<file path="config.mk">
export PLATFORM = sky130hd
export DESIGN_NAME = trailing_escape_stripper_top
export DESIGN_NICKNAME = d
export VERILOG_FILES = /design/src/rtl/core/tes_pkg.sv /design/src/rtl/core/tes_datapath.sv /design/src/rtl/core/tes_ctrl.sv /design/src/rtl/core/trailing_escape_stripper_top.sv
export SDC_FILE = /design/constraint.sdc
export NUM_CORES = 1
export LEC_CHECK = 0
export BUFFER_PORTS_ARGS = -buffer_cell sky130_fd_sc_hd__buf_4
export CORE_ASPECT_RATIO = 1.25
export CORE_MARGIN = 4
export CORE_UTILIZATION = 55
export CTS_BUF_LIST = sky130_fd_sc_hd__clkbuf_8
export CTS_CLUSTER_DIAMETER = 50
export CTS_CLUSTER_SIZE = 14
export DETAILED_ROUTE_END_ITERATION = 16
export GPL_TIMING_DRIVEN = 0
export PLACE_DENSITY_LB_ADDON = 0.08
export SLEW_MARGIN = 20
export SYNTH_ARGS = -nofsm -noshare
export SYNTH_HDL_FRONTEND = slang
export SYNTH_SLANG_ARGS = --single-unit
</file>
<file path="constraint.sdc">
create_clock -name aclk -period 2.6 [get_ports aclk]
set_input_delay 0.13 -clock aclk [delete_from_list [all_inputs] [get_ports aclk]]
set_output_delay 0.13 -clock aclk [all_outputs]
set_load 0.005 [all_outputs]
</file>
<file path="src/rtl/core/tes_pkg.sv">
// ----------------------------------------------------------------------------
// tes_pkg
// Shared constants and types of the trailing escape stripper.
// ----------------------------------------------------------------------------
`default_nettype none

package tes_pkg;

    localparam int unsigned BYTE_W      = 8;
    localparam int unsigned SPACE_CNT_W = 6;
    localparam int unsigned MAX_SPACES  = 60;

    localparam logic [BYTE_W-1:0] NEWLINE_BYTE = 8'd10;
    localparam logic [BYTE_W-1:0] SPACE_BYTE   = 8'd32;
    localparam logic [BYTE_W-1:0] ESC_RESET    = 8'd92;

    typedef enum logic [1:0] {
        ST_IDLE,
        ST_SPACES,
        ST_HELD,
        ST_NEWLINE
    } tes_state_t;

    // Commands from the controller to the datapath.
    typedef struct packed {
        logic load;        // Latch the incoming byte as the current item.
        logic absorb;      // Non-emitting item: update count and held byte.
        logic emit_space;  // Put one pending space into the output register.
        logic emit_held;   // Put the held byte into the output register.
        logic emit_nl;     // Put a newline into the output register, clear line.
        logic take;        // The current byte becomes the held byte.
        logic out_last;    // Last flag for emit_held.
    } tes_cmd_t;

    // Status from the datapath to the controller.
    typedef struct packed {
        logic in_is_nl;
        logic cur_is_nl;
        logic held_valid;
        logic held_is_space;
        logic held_is_esc;
        logic spaces_zero;
        logic spaces_one;
        logic out_free;
    } tes_stat_t;

endpackage

`default_nettype wire

</file>
<file path="src/rtl/core/tes_datapath.sv">
// ----------------------------------------------------------------------------
// tes_datapath
// Held byte, space counter, escape register and output register.
// ----------------------------------------------------------------------------
`default_nettype none

module tes_datapath (
    input  wire logic                      aclk,
    input  wire logic                      aresetn,
    input  wire logic                      cfg_wr_en,
    input  wire logic [tes_pkg::BYTE_W-1:0] cfg_wr_data,
    input  wire logic [tes_pkg::BYTE_W-1:0] s_tdata,
    input  wire logic                      m_tready,
    output logic                           m_tvalid,
    output logic [tes_pkg::BYTE_W-1:0]     m_tdata,
    output logic                           m_tlast,
    input  wire tes_pkg::tes_cmd_t         cmd,
    output tes_pkg::tes_stat_t             stat
);
    import tes_pkg::*;

    logic [BYTE_W-1:0]      esc_reg;
    logic [BYTE_W-1:0]      cur_reg;
    logic [BYTE_W-1:0]      held_reg;
    logic                   held_valid_reg;
    logic [SPACE_CNT_W-1:0] pending_reg;
    logic                   out_valid_reg;
    logic [BYTE_W-1:0]      out_data_reg;
    logic                   out_last_reg;
    logic                   out_free;

    assign out_free = !out_valid_reg || m_tready;

    always_ff @(posedge aclk) begin
        if (!aresetn) begin
            esc_reg        <= ESC_RESET;
            held_valid_reg <= 1'b0;
            pending_reg    <= '0;
            out_valid_reg  <= 1'b0;
        end else begin
            if (cfg_wr_en) begin
                esc_reg <= cfg_wr_data;
            end

            if (cmd.absorb) begin
                if (held_valid_reg && held_reg == SPACE_BYTE
                        && pending_reg < SPACE_CNT_W'(MAX_SPACES)) begin
                    pending_reg <= pending_reg + 1'b1;
                end
                held_valid_reg <= 1'b1;
            end else if (cmd.emit_space) begin
                pending_reg <= pending_reg - 1'b1;
            end else if (cmd.take) begin
                held_valid_reg <= 1'b1;
            end else if (cmd.emit_nl) begin
                held_valid_reg <= 1'b0;
                pending_reg    <= '0;
            end

            if (cmd.emit_space || cmd.emit_held || cmd.emit_nl) begin
                out_valid_reg <= 1'b1;
            end else if (m_tready) begin
                out_valid_reg <= 1'b0;
            end
        end
    end

    always_ff @(posedge aclk) begin
        if (cmd.load) begin
            cur_reg <= s_tdata;
        end
        if (cmd.absorb) begin
            held_reg <= s_tdata;
        end else if (cmd.take) begin
            held_reg <= cur_reg;
        end

        if (cmd.emit_space) begin
            out_data_reg <= SPACE_BYTE;
            out_last_reg <= 1'b0;
        end else if (cmd.emit_held) begin
            out_data_reg <= held_reg;
            out_last_reg <= cmd.out_last;
        end else if (cmd.emit_nl) begin
            out_data_reg <= NEWLINE_BYTE;
            out_last_reg <= 1'b1;
        end
    end

    always_comb begin
        stat.in_is_nl      = (s_tdata == NEWLINE_BYTE);
        stat.cur_is_nl     = (cur_reg == NEWLINE_BYTE);
        stat.held_valid    = held_valid_reg;
        stat.held_is_space = (held_reg == SPACE_BYTE);
        stat.held_is_esc   = (held_reg == esc_reg);
        stat.spaces_zero   = (pending_reg == '0);
        stat.spaces_one    = (pending_reg == SPACE_CNT_W'(1));
        stat.out_free      = out_free;
    end

    assign m_tvalid = out_valid_reg;
    assign m_tdata  = out_data_reg;
    assign m_tlast  = out_last_reg;

endmodule

`default_nettype wire

</file>
<file path="src/rtl/core/tes_ctrl.sv">
// ----------------------------------------------------------------------------
// tes_ctrl
// Controller: accepts one byte, then sequences its spaces, held byte, newline.
// ----------------------------------------------------------------------------
`default_nettype none

module tes_ctrl (
    input  wire logic               aclk,
    input  wire logic               aresetn,
    input  wire logic               s_tvalid,
    output logic                    s_tready,
    input  wire tes_pkg::tes_stat_t stat,
    output tes_pkg::tes_cmd_t       cmd
);
    import tes_pkg::*;

    tes_state_t state_reg;
    tes_state_t state_next;
    logic       emitting;

    always_ff @(posedge aclk) begin
        if (!aresetn) begin
            state_reg <= ST_IDLE;
        end else begin
            state_reg <= state_next;
        end
    end

    // An accepted byte sends out the held byte and its spaces when a byte is
    // held and either the byte is a newline and the held byte is not the escape,
    // or the byte is ordinary text and the held byte is not a space.
    assign emitting = stat.held_valid &&
                      (stat.in_is_nl ? !stat.held_is_esc : !stat.held_is_space);

    always_comb begin
        state_next = state_reg;
        cmd        = '0;
        s_tready   = 1'b0;
        unique case (state_reg)
            ST_IDLE: begin
                s_tready = 1'b1;
                if (s_tvalid) begin
                    cmd.load = 1'b1;
                    if (emitting) begin
                        state_next = stat.spaces_zero ? ST_HELD : ST_SPACES;
                    end else if (stat.in_is_nl) begin
                        state_next = ST_NEWLINE;
                    end else begin
                        cmd.absorb = 1'b1;
                    end
                end
            end
            ST_SPACES: begin
                if (stat.out_free) begin
                    cmd.emit_space = 1'b1;
                    if (stat.spaces_one) begin
                        state_next = ST_HELD;
                    end
                end
            end
            ST_HELD: begin
                if (stat.out_free) begin
                    cmd.emit_held = 1'b1;
                    cmd.out_last  = !stat.cur_is_nl;
                    if (stat.cur_is_nl) begin
                        state_next = ST_NEWLINE;
                    end else begin
                        cmd.take   = 1'b1;
                        state_next = ST_IDLE;
                    end
                end
            end
            ST_NEWLINE: begin
                if (stat.out_free) begin
                    cmd.emit_nl = 1'b1;
                    state_next  = ST_IDLE;
                end
            end
            default: begin
                state_next = ST_IDLE;
            end
        endcase
    end

endmodule

`default_nettype wire

</file>
<file path="src/rtl/core/trailing_escape_stripper_top.sv">
// ----------------------------------------------------------------------------
// trailing_escape_stripper_top
// Byte-stream filter that removes a line-final escape and the spaces before it.
// ----------------------------------------------------------------------------
// This block applies the edit "s/ *esc$//" to a stream of text bytes. It keeps
// the most recent non-newline byte back, together with a count of the spaces
// in front of it that have not been sent yet. When a newline arrives and the
// held byte equals the escape character, the held byte and its spaces are
// dropped; otherwise they are sent ahead of the newline. A run of more than
// 60 spaces is cut to 60 before another byte, or to 61 when a newline ends
// it. A request that produces no output leaves the controller free for the
// next one; one that produces output keeps it busy while its output bytes
// (pending spaces, held byte, newline) are sent one per cycle through the
// output register, which stalls only while the sink deasserts m_tready.
// m_tlast marks the final output byte caused by an input request. The escape
// character must be written through cfg_wr_en/cfg_wr_data only while the
// block is idle; the block does not enforce it. It resets to backslash. There
// is no end-of-stream flush: a held byte stays held until more input arrives.
// ----------------------------------------------------------------------------
`default_nettype none

module trailing_escape_stripper_top (
    input  wire logic                      aclk,
    input  wire logic                      aresetn,
    // Configuration: escape character.
    input  wire logic                      cfg_wr_en,
    input  wire logic [tes_pkg::BYTE_W-1:0] cfg_wr_data,
    // Input stream.
    input  wire logic                      s_tvalid,
    output logic                           s_tready,
    input  wire logic [tes_pkg::BYTE_W-1:0] s_tdata,   // [7:0] in_byte
    // Output stream.
    output logic                           m_tvalid,
    input  wire logic                      m_tready,
    output logic [tes_pkg::BYTE_W-1:0]     m_tdata,   // [7:0] out_byte
    output logic                           m_tlast    // last
);
    import tes_pkg::*;

    tes_cmd_t  cmd;
    tes_stat_t stat;

    // The controller sequences one input request at a time.
    tes_ctrl u_ctrl (
        .aclk     (aclk),
        .aresetn  (aresetn),
        .s_tvalid (s_tvalid),
        .s_tready (s_tready),
        .stat     (stat),
        .cmd      (cmd)
    );

    // The datapath holds the line state and the output register.
    tes_datapath u_datapath (
        .aclk        (aclk),
        .aresetn     (aresetn),
        .cfg_wr_en   (cfg_wr_en),
        .cfg_wr_data (cfg_wr_data),
        .s_tdata     (s_tdata),
        .m_tready    (m_tready),
        .m_tvalid    (m_tvalid),
        .m_tdata     (m_tdata),
        .m_tlast     (m_tlast),
        .cmd         (cmd),
        .stat        (stat)
    );

    // A newline always produces output, so the controller must go busy.
    assert property (@(posedge aclk) disable iff (!aresetn)
        (s_tvalid && s_tready && s_tdata == NEWLINE_BYTE) |=> !s_tready)
        else $error("newline request did not start an output sequence");

    // A newline on the output is always the final byte of its request.
    assert property (@(posedge aclk) disable iff (!aresetn)
        (m_tvalid && m_tdata == NEWLINE_BYTE) |-> m_tlast)
        else $error("output newline without last flag");

    // While the controller accepts input it issues no output command.
    assert property (@(posedge aclk) disable iff (!aresetn)
        s_tready |-> !(cmd.emit_space || cmd.emit_held || cmd.emit_nl))
        else $error("output command while accepting input");

endmodule

`default_nettype wire

</file>
# Word level (Yosys, flattened, before mapping)
# Cells that the tools add are included.
# totals
regBits	43
input_bits	21
out_inout_bits	11
elab_cells	89
# op_classes
n_addsub	2
order_cmp	1
eq_ne	17
muxes	40
reduce_logical	20
# ops
operator	n
$mux 8	4
$mux 6	5
$mux 2	13
$mux 1	17
$eq 8x4->1 const B	2
$eq 8x6->1 const B	1
$eq 8x8->1	1
$ne 2x1->1 const B	4
$pmux 2 s4	1
$add 6x1->6 const B	1
$eq 6x1->1 const B	1
$logic_not 6->1	1
$lt 6x6->1 const B	1
$ne 2x2->1 const B	3
$ne 3x1->1 const B	2
$reduce_and 6->1	1
$reduce_bool 2->1	3
$reduce_bool 3->1	2
$sub 6x1->6 const B	1
$eq 2x2->1 const B	2
$logic_not 1->1	4
$logic_and 1x1->1	3
$logic_or 1x1->1	3
$reduce_and 3->1	1
3 further kinds	3

# Longest topological paths before layout
# depth
word_depth	9
ltp_mapped	8
mapped_depth_nobuf	7

# Hierarchy
# From an unflattened synthesis, not the netlist that was laid out.
# hier_totals
hier_cells	221
hier_area_um2	2210.9
# modules_own_cells
module	n_inst	cells_per_inst	area_each_um2
tes_datapath	1	193	2009.4
tes_ctrl	1	28	201.4

# Least setup slack after synthesis
# No wires, ideal clock.
# synth_path
kind	register -> register
from	reg u_ctrl.state_reg[1]
to	reg u_datapath.held_reg[1], data pin
setup_time_ps	260
arrival_ps	1543
t_required_ps	2340
path_slack_ps	797
path_stages_with_launch	7
synth_period_minus_slack_ps	1803
cell_sequence	dfxtp_1 buf_6 or3b_4 a21oi_4 nand2_2 buf_6 mux2_4
# synth_between
elab_chain_cells	3
# synth_rtl
item	line_no	rtl
start, declared	tes_ctrl.sv:17	tes_state_t state_reg;
start signal, assigned	tes_ctrl.sv:25	state_reg <= state_next;
$logic_not 2->1	tes_ctrl.sv:39	unique case (state_reg)
$mux 2	tes_ctrl.sv:39	
$mux 8	tes_datapath.sv:72	if (cmd.absorb) begin
end signal, assigned	tes_datapath.sv:73	held_reg <= s_tdata;
end signal, assigned	tes_datapath.sv:75	held_reg <= cur_reg;
end, declared	tes_datapath.sv:24	logic [BYTE_W-1:0] held_reg;
# No other way between the ends.
# A chain may end at the register's enable or synchronous reset.

# Final worst setup path
# layout_path
from	reg u_datapath.held_reg[4]
to	reg u_datapath.held_reg[0] (enable)
# layout_between
elab_chain_cells	8
elab_cells_between_ends	10
# layout_rtl
item	line_no	rtl
$eq 8x6->1 / $eq 8x8->1 (equally long branches)	tes_datapath.sv:94, tes_datapath.sv:95	
$logic_not 1->1	tes_ctrl.sv:33	(stat.in_is_nl ? !stat.held_is_esc : !stat.held_is_space);
$mux 1 (*)	tes_ctrl.sv:33	
$logic_and 1x1->1 (*)	tes_ctrl.sv:32	assign emitting = stat.held_valid &&
$mux 1 (*)	tes_ctrl.sv:44	if (emitting) begin
$mux 2 (*)	tes_ctrl.sv:42	if (s_tvalid) begin
$mux 2 (*)	tes_ctrl.sv:39	
$reduce_bool 2->1 (no source line) (*)	--	
# Every way passes the cells marked *; elsewhere a longest branch is shown, timed or not.

==> out/results.ini <==
[global_route]
grtUsageTotal_pct=20.9
antenna_found_initial=0
grt.overflow.total=0
met3_usage_pct=5.29
met1_usage_pct=23.0
grt_pass1_wl_um=8160
use_met2_pct=36.9
first_global_vias=1730
grt_max_degree=16
top_usage_layer=met2

[timing]
drv_slew=0
setup-tns-final_ns=0
rsz0062_at_grt=no
setup_violations=0
hold_ws_ns=0.0215
fin_crit_sh_pct=80.1
finalHoldViolCount=0
finClkSkew_ns=0.00735
min_period_ns=2.08
tightest_slew_ns=0.572
fmax_mhz=480
slew_headroom_pct=61.6
worst_slack_ns=0.516

[finish]
diodes=0
seqCellArea_um2=1020
nets=267
final_common_cell=buf_4
fillers=325
final_cell_mix=30 x buf_4, 27 x dfxtp_1, 25 x nand2_1, 16 x edfxtp_1, 12 x nor2_1
multi_input_area_um2=1090
syn_to_final_growth_pct=17.6
layout-drive-gt1-share_pct=26.7

[synthesis]
synth_cell_types=53
synth_top_area_share_pct=24.7
synth_warnings=0
synthAdderAreaFrac_pct=2.29
synth_simple_gate_area_share_pct=19.2
ys_seq_area_share_pct=46.6
synthMuxAreaShare_pct=8.80
synth_top_family_by_area=simple AND/OR/NAND/NOR gates
synth_area_leader_cell=dfxtp_1
ys.flop_type=dfxtp_1
synth_edf_count=16
synth_xor_area_share_pct=4.40
synth_area_um2=2190
ys_ff_latch=43
synth-compound-area-share_pct=15.1
syn_avg_cell_area_um2=10.7
syn-num-nets=230
yosys-top-cells-area=dfxtp_1 25%, edfxtp_1 22%, xor2_1 4.4%, nand2_1 4.3%, mux2_4 4.1%
synth_cells=205
synthArstFlopShare_pct=0

[placed_design]
portBuffers=30
dp_hpwl_um=3690
pre_cts_ws_ns=0.547
place_congestion=0.883

[drt]
drcViolationCount=0
wl_per_cell_um=16.4
ant_nets=0
drt-total-wl_um=4880
drtPass1Iterations=4
num_vias=1710
drtIter0Drc=82
vias_per_cell=5.76

[critical_path]
reg2reg_to=u_datapath.held_reg[0]
arrival_ns=2.07
rr_startpoint=u_datapath.held_reg[4]
r2r_cells=5
critPathRequiredTime_ns=2.58
worstSetupPathType=reg -> reg
r2r_slack_ns=0.52
critPathMaxFanout=10
endpoint_kind=flip-flop
critPathLaunchType=flip-flop

[worst_hold_path]
hold_start=s_tdata[2]
hold_class=in -> reg
hold_path_end=u_datapath.cur_reg[2]
holdPathStages=1

[pwr]
total_leakage_power_nw=1.06
powerDensity_nw_per_um2=1130
irDropWorstVdd_mv=0.462

[clock_tree]
clk_latency_ns=0.30
path_clk_slew_ns=0.08
cts-buffers-inserted=5
cts_root_buf=clkbuf_8
clkSinkCount=43
htree_levels=2
ctsResizeCount=0
cts_tree=done
cts_hold_buf=0
cts_buffer_depth=2
postCtsSetupRepairBufs=0

[flow_run]
drv_cap=0

[floorplanning]
pin_count=32
die_h_um=78.5
design.core.area_um2=3820
num_rows=25
dieWidth_um=64.4
initial_core_util_pct=57.4
dieArea_um2=5060

[status]
status=completed

layout make-up:
cell class | count | share of cell area [%]
clock buffers | 5 | 2.67
clock inverters | 3 | 0.923
inverters | 8 | 1.17
repair buffers | 30 | 8.75
well taps | 54 | 2.62
plain buffers | 7 | 1.90
multi-input cells | 147 | 42.3
flip-flops and latches | 43 | 39.7
metal layers:
metal	routed length, um	up-vias
li1	-	827
met2	2550	50
met1	2000	819
met5	0	-
met4	125	0
met3	212	14
stage by stage:
stage	std cells	utilization (%)	cell area, um^2	total power, mW
6_report	297	67.5	2570	2.92
5_1_grt	297	67.5	2570	3.12
4_1_cts	297	67.5	2570	2.92
3_5_place_dp	289	65.0	2480	2.48
3_3_place_gp	289	65.0	2480	2.43
2_1_floorplan	205	-	2190	2.07
synthesized netlist by cell type, types with 2 or more instances:
cell	number
a22o_1	5
nand4_1	3
mux2_4	6
o21a_1	2
inv_1	8
nand2b_1	2
dfxtp_1	27
mux2_2	2
ha_1	4
and2_1	2
and3_1	2
a21oi_1	9
edfxtp_1	16
o21ai_0	5
nand2_1	25
nor2_1	12
o31ai_1	2
nor4b_1	3
xor2_1	11
a31oi_1	2
nor4_1	4
nor4_2	2
nor3_1	3
buf_6	3
o22ai_1	2
mux2i_1	8
clkbuf_1	4
nand3_1	6
worst max-delay path: stages (launching register included):
cell	delay (ns)
edfxtp_1	0.48
nor4b_2	0.45
a21bo_2	0.29
nand2_2	0.13
buf_6	0.18
nand2_1	0.24
worst max-delay path by stage:
stage,start,end,slack (ns),depth (start not counted)
3_5_place_dp,u_datapath.held_reg[4],u_datapath.held_reg[2],0.55,5
5_1_grt,u_datapath.held_reg[4],u_datapath.held_reg[0],0.36,5
2_1_floorplan,u_ctrl.state_reg[1],u_datapath.held_reg[1],0.80,6
6_report,u_datapath.held_reg[4],u_datapath.held_reg[0],0.52,5
3_3_place_gp,u_datapath.held_reg[4],u_datapath.held_reg[0],0.56,5
4_1_cts,u_datapath.held_reg[4],u_datapath.held_reg[2],0.49,5
cell families after synthesis:
| kind of cell | count (synthesis) |
|---|---|
| AO/OA/AOI/OAI | 42 |
| adder cells (fa/ha/maj) | 4 |
| buffers and inverters | 15 |
| AND/OR/NAND/NOR | 74 |
| multiplexers | 16 |
| flip-flops | 43 |
| XOR/XNOR | 11 |
where the power goes:
group          switching [mW]  total [mW]  leakage, nW  internal, mW
combinational           0.681        1.30        0.647         0.621
sequential              0.205        1.18        0.375         0.979
clock                   0.239       0.431       0.0408         0.192
No activity file was read; power rests on OpenSTA's default activity.
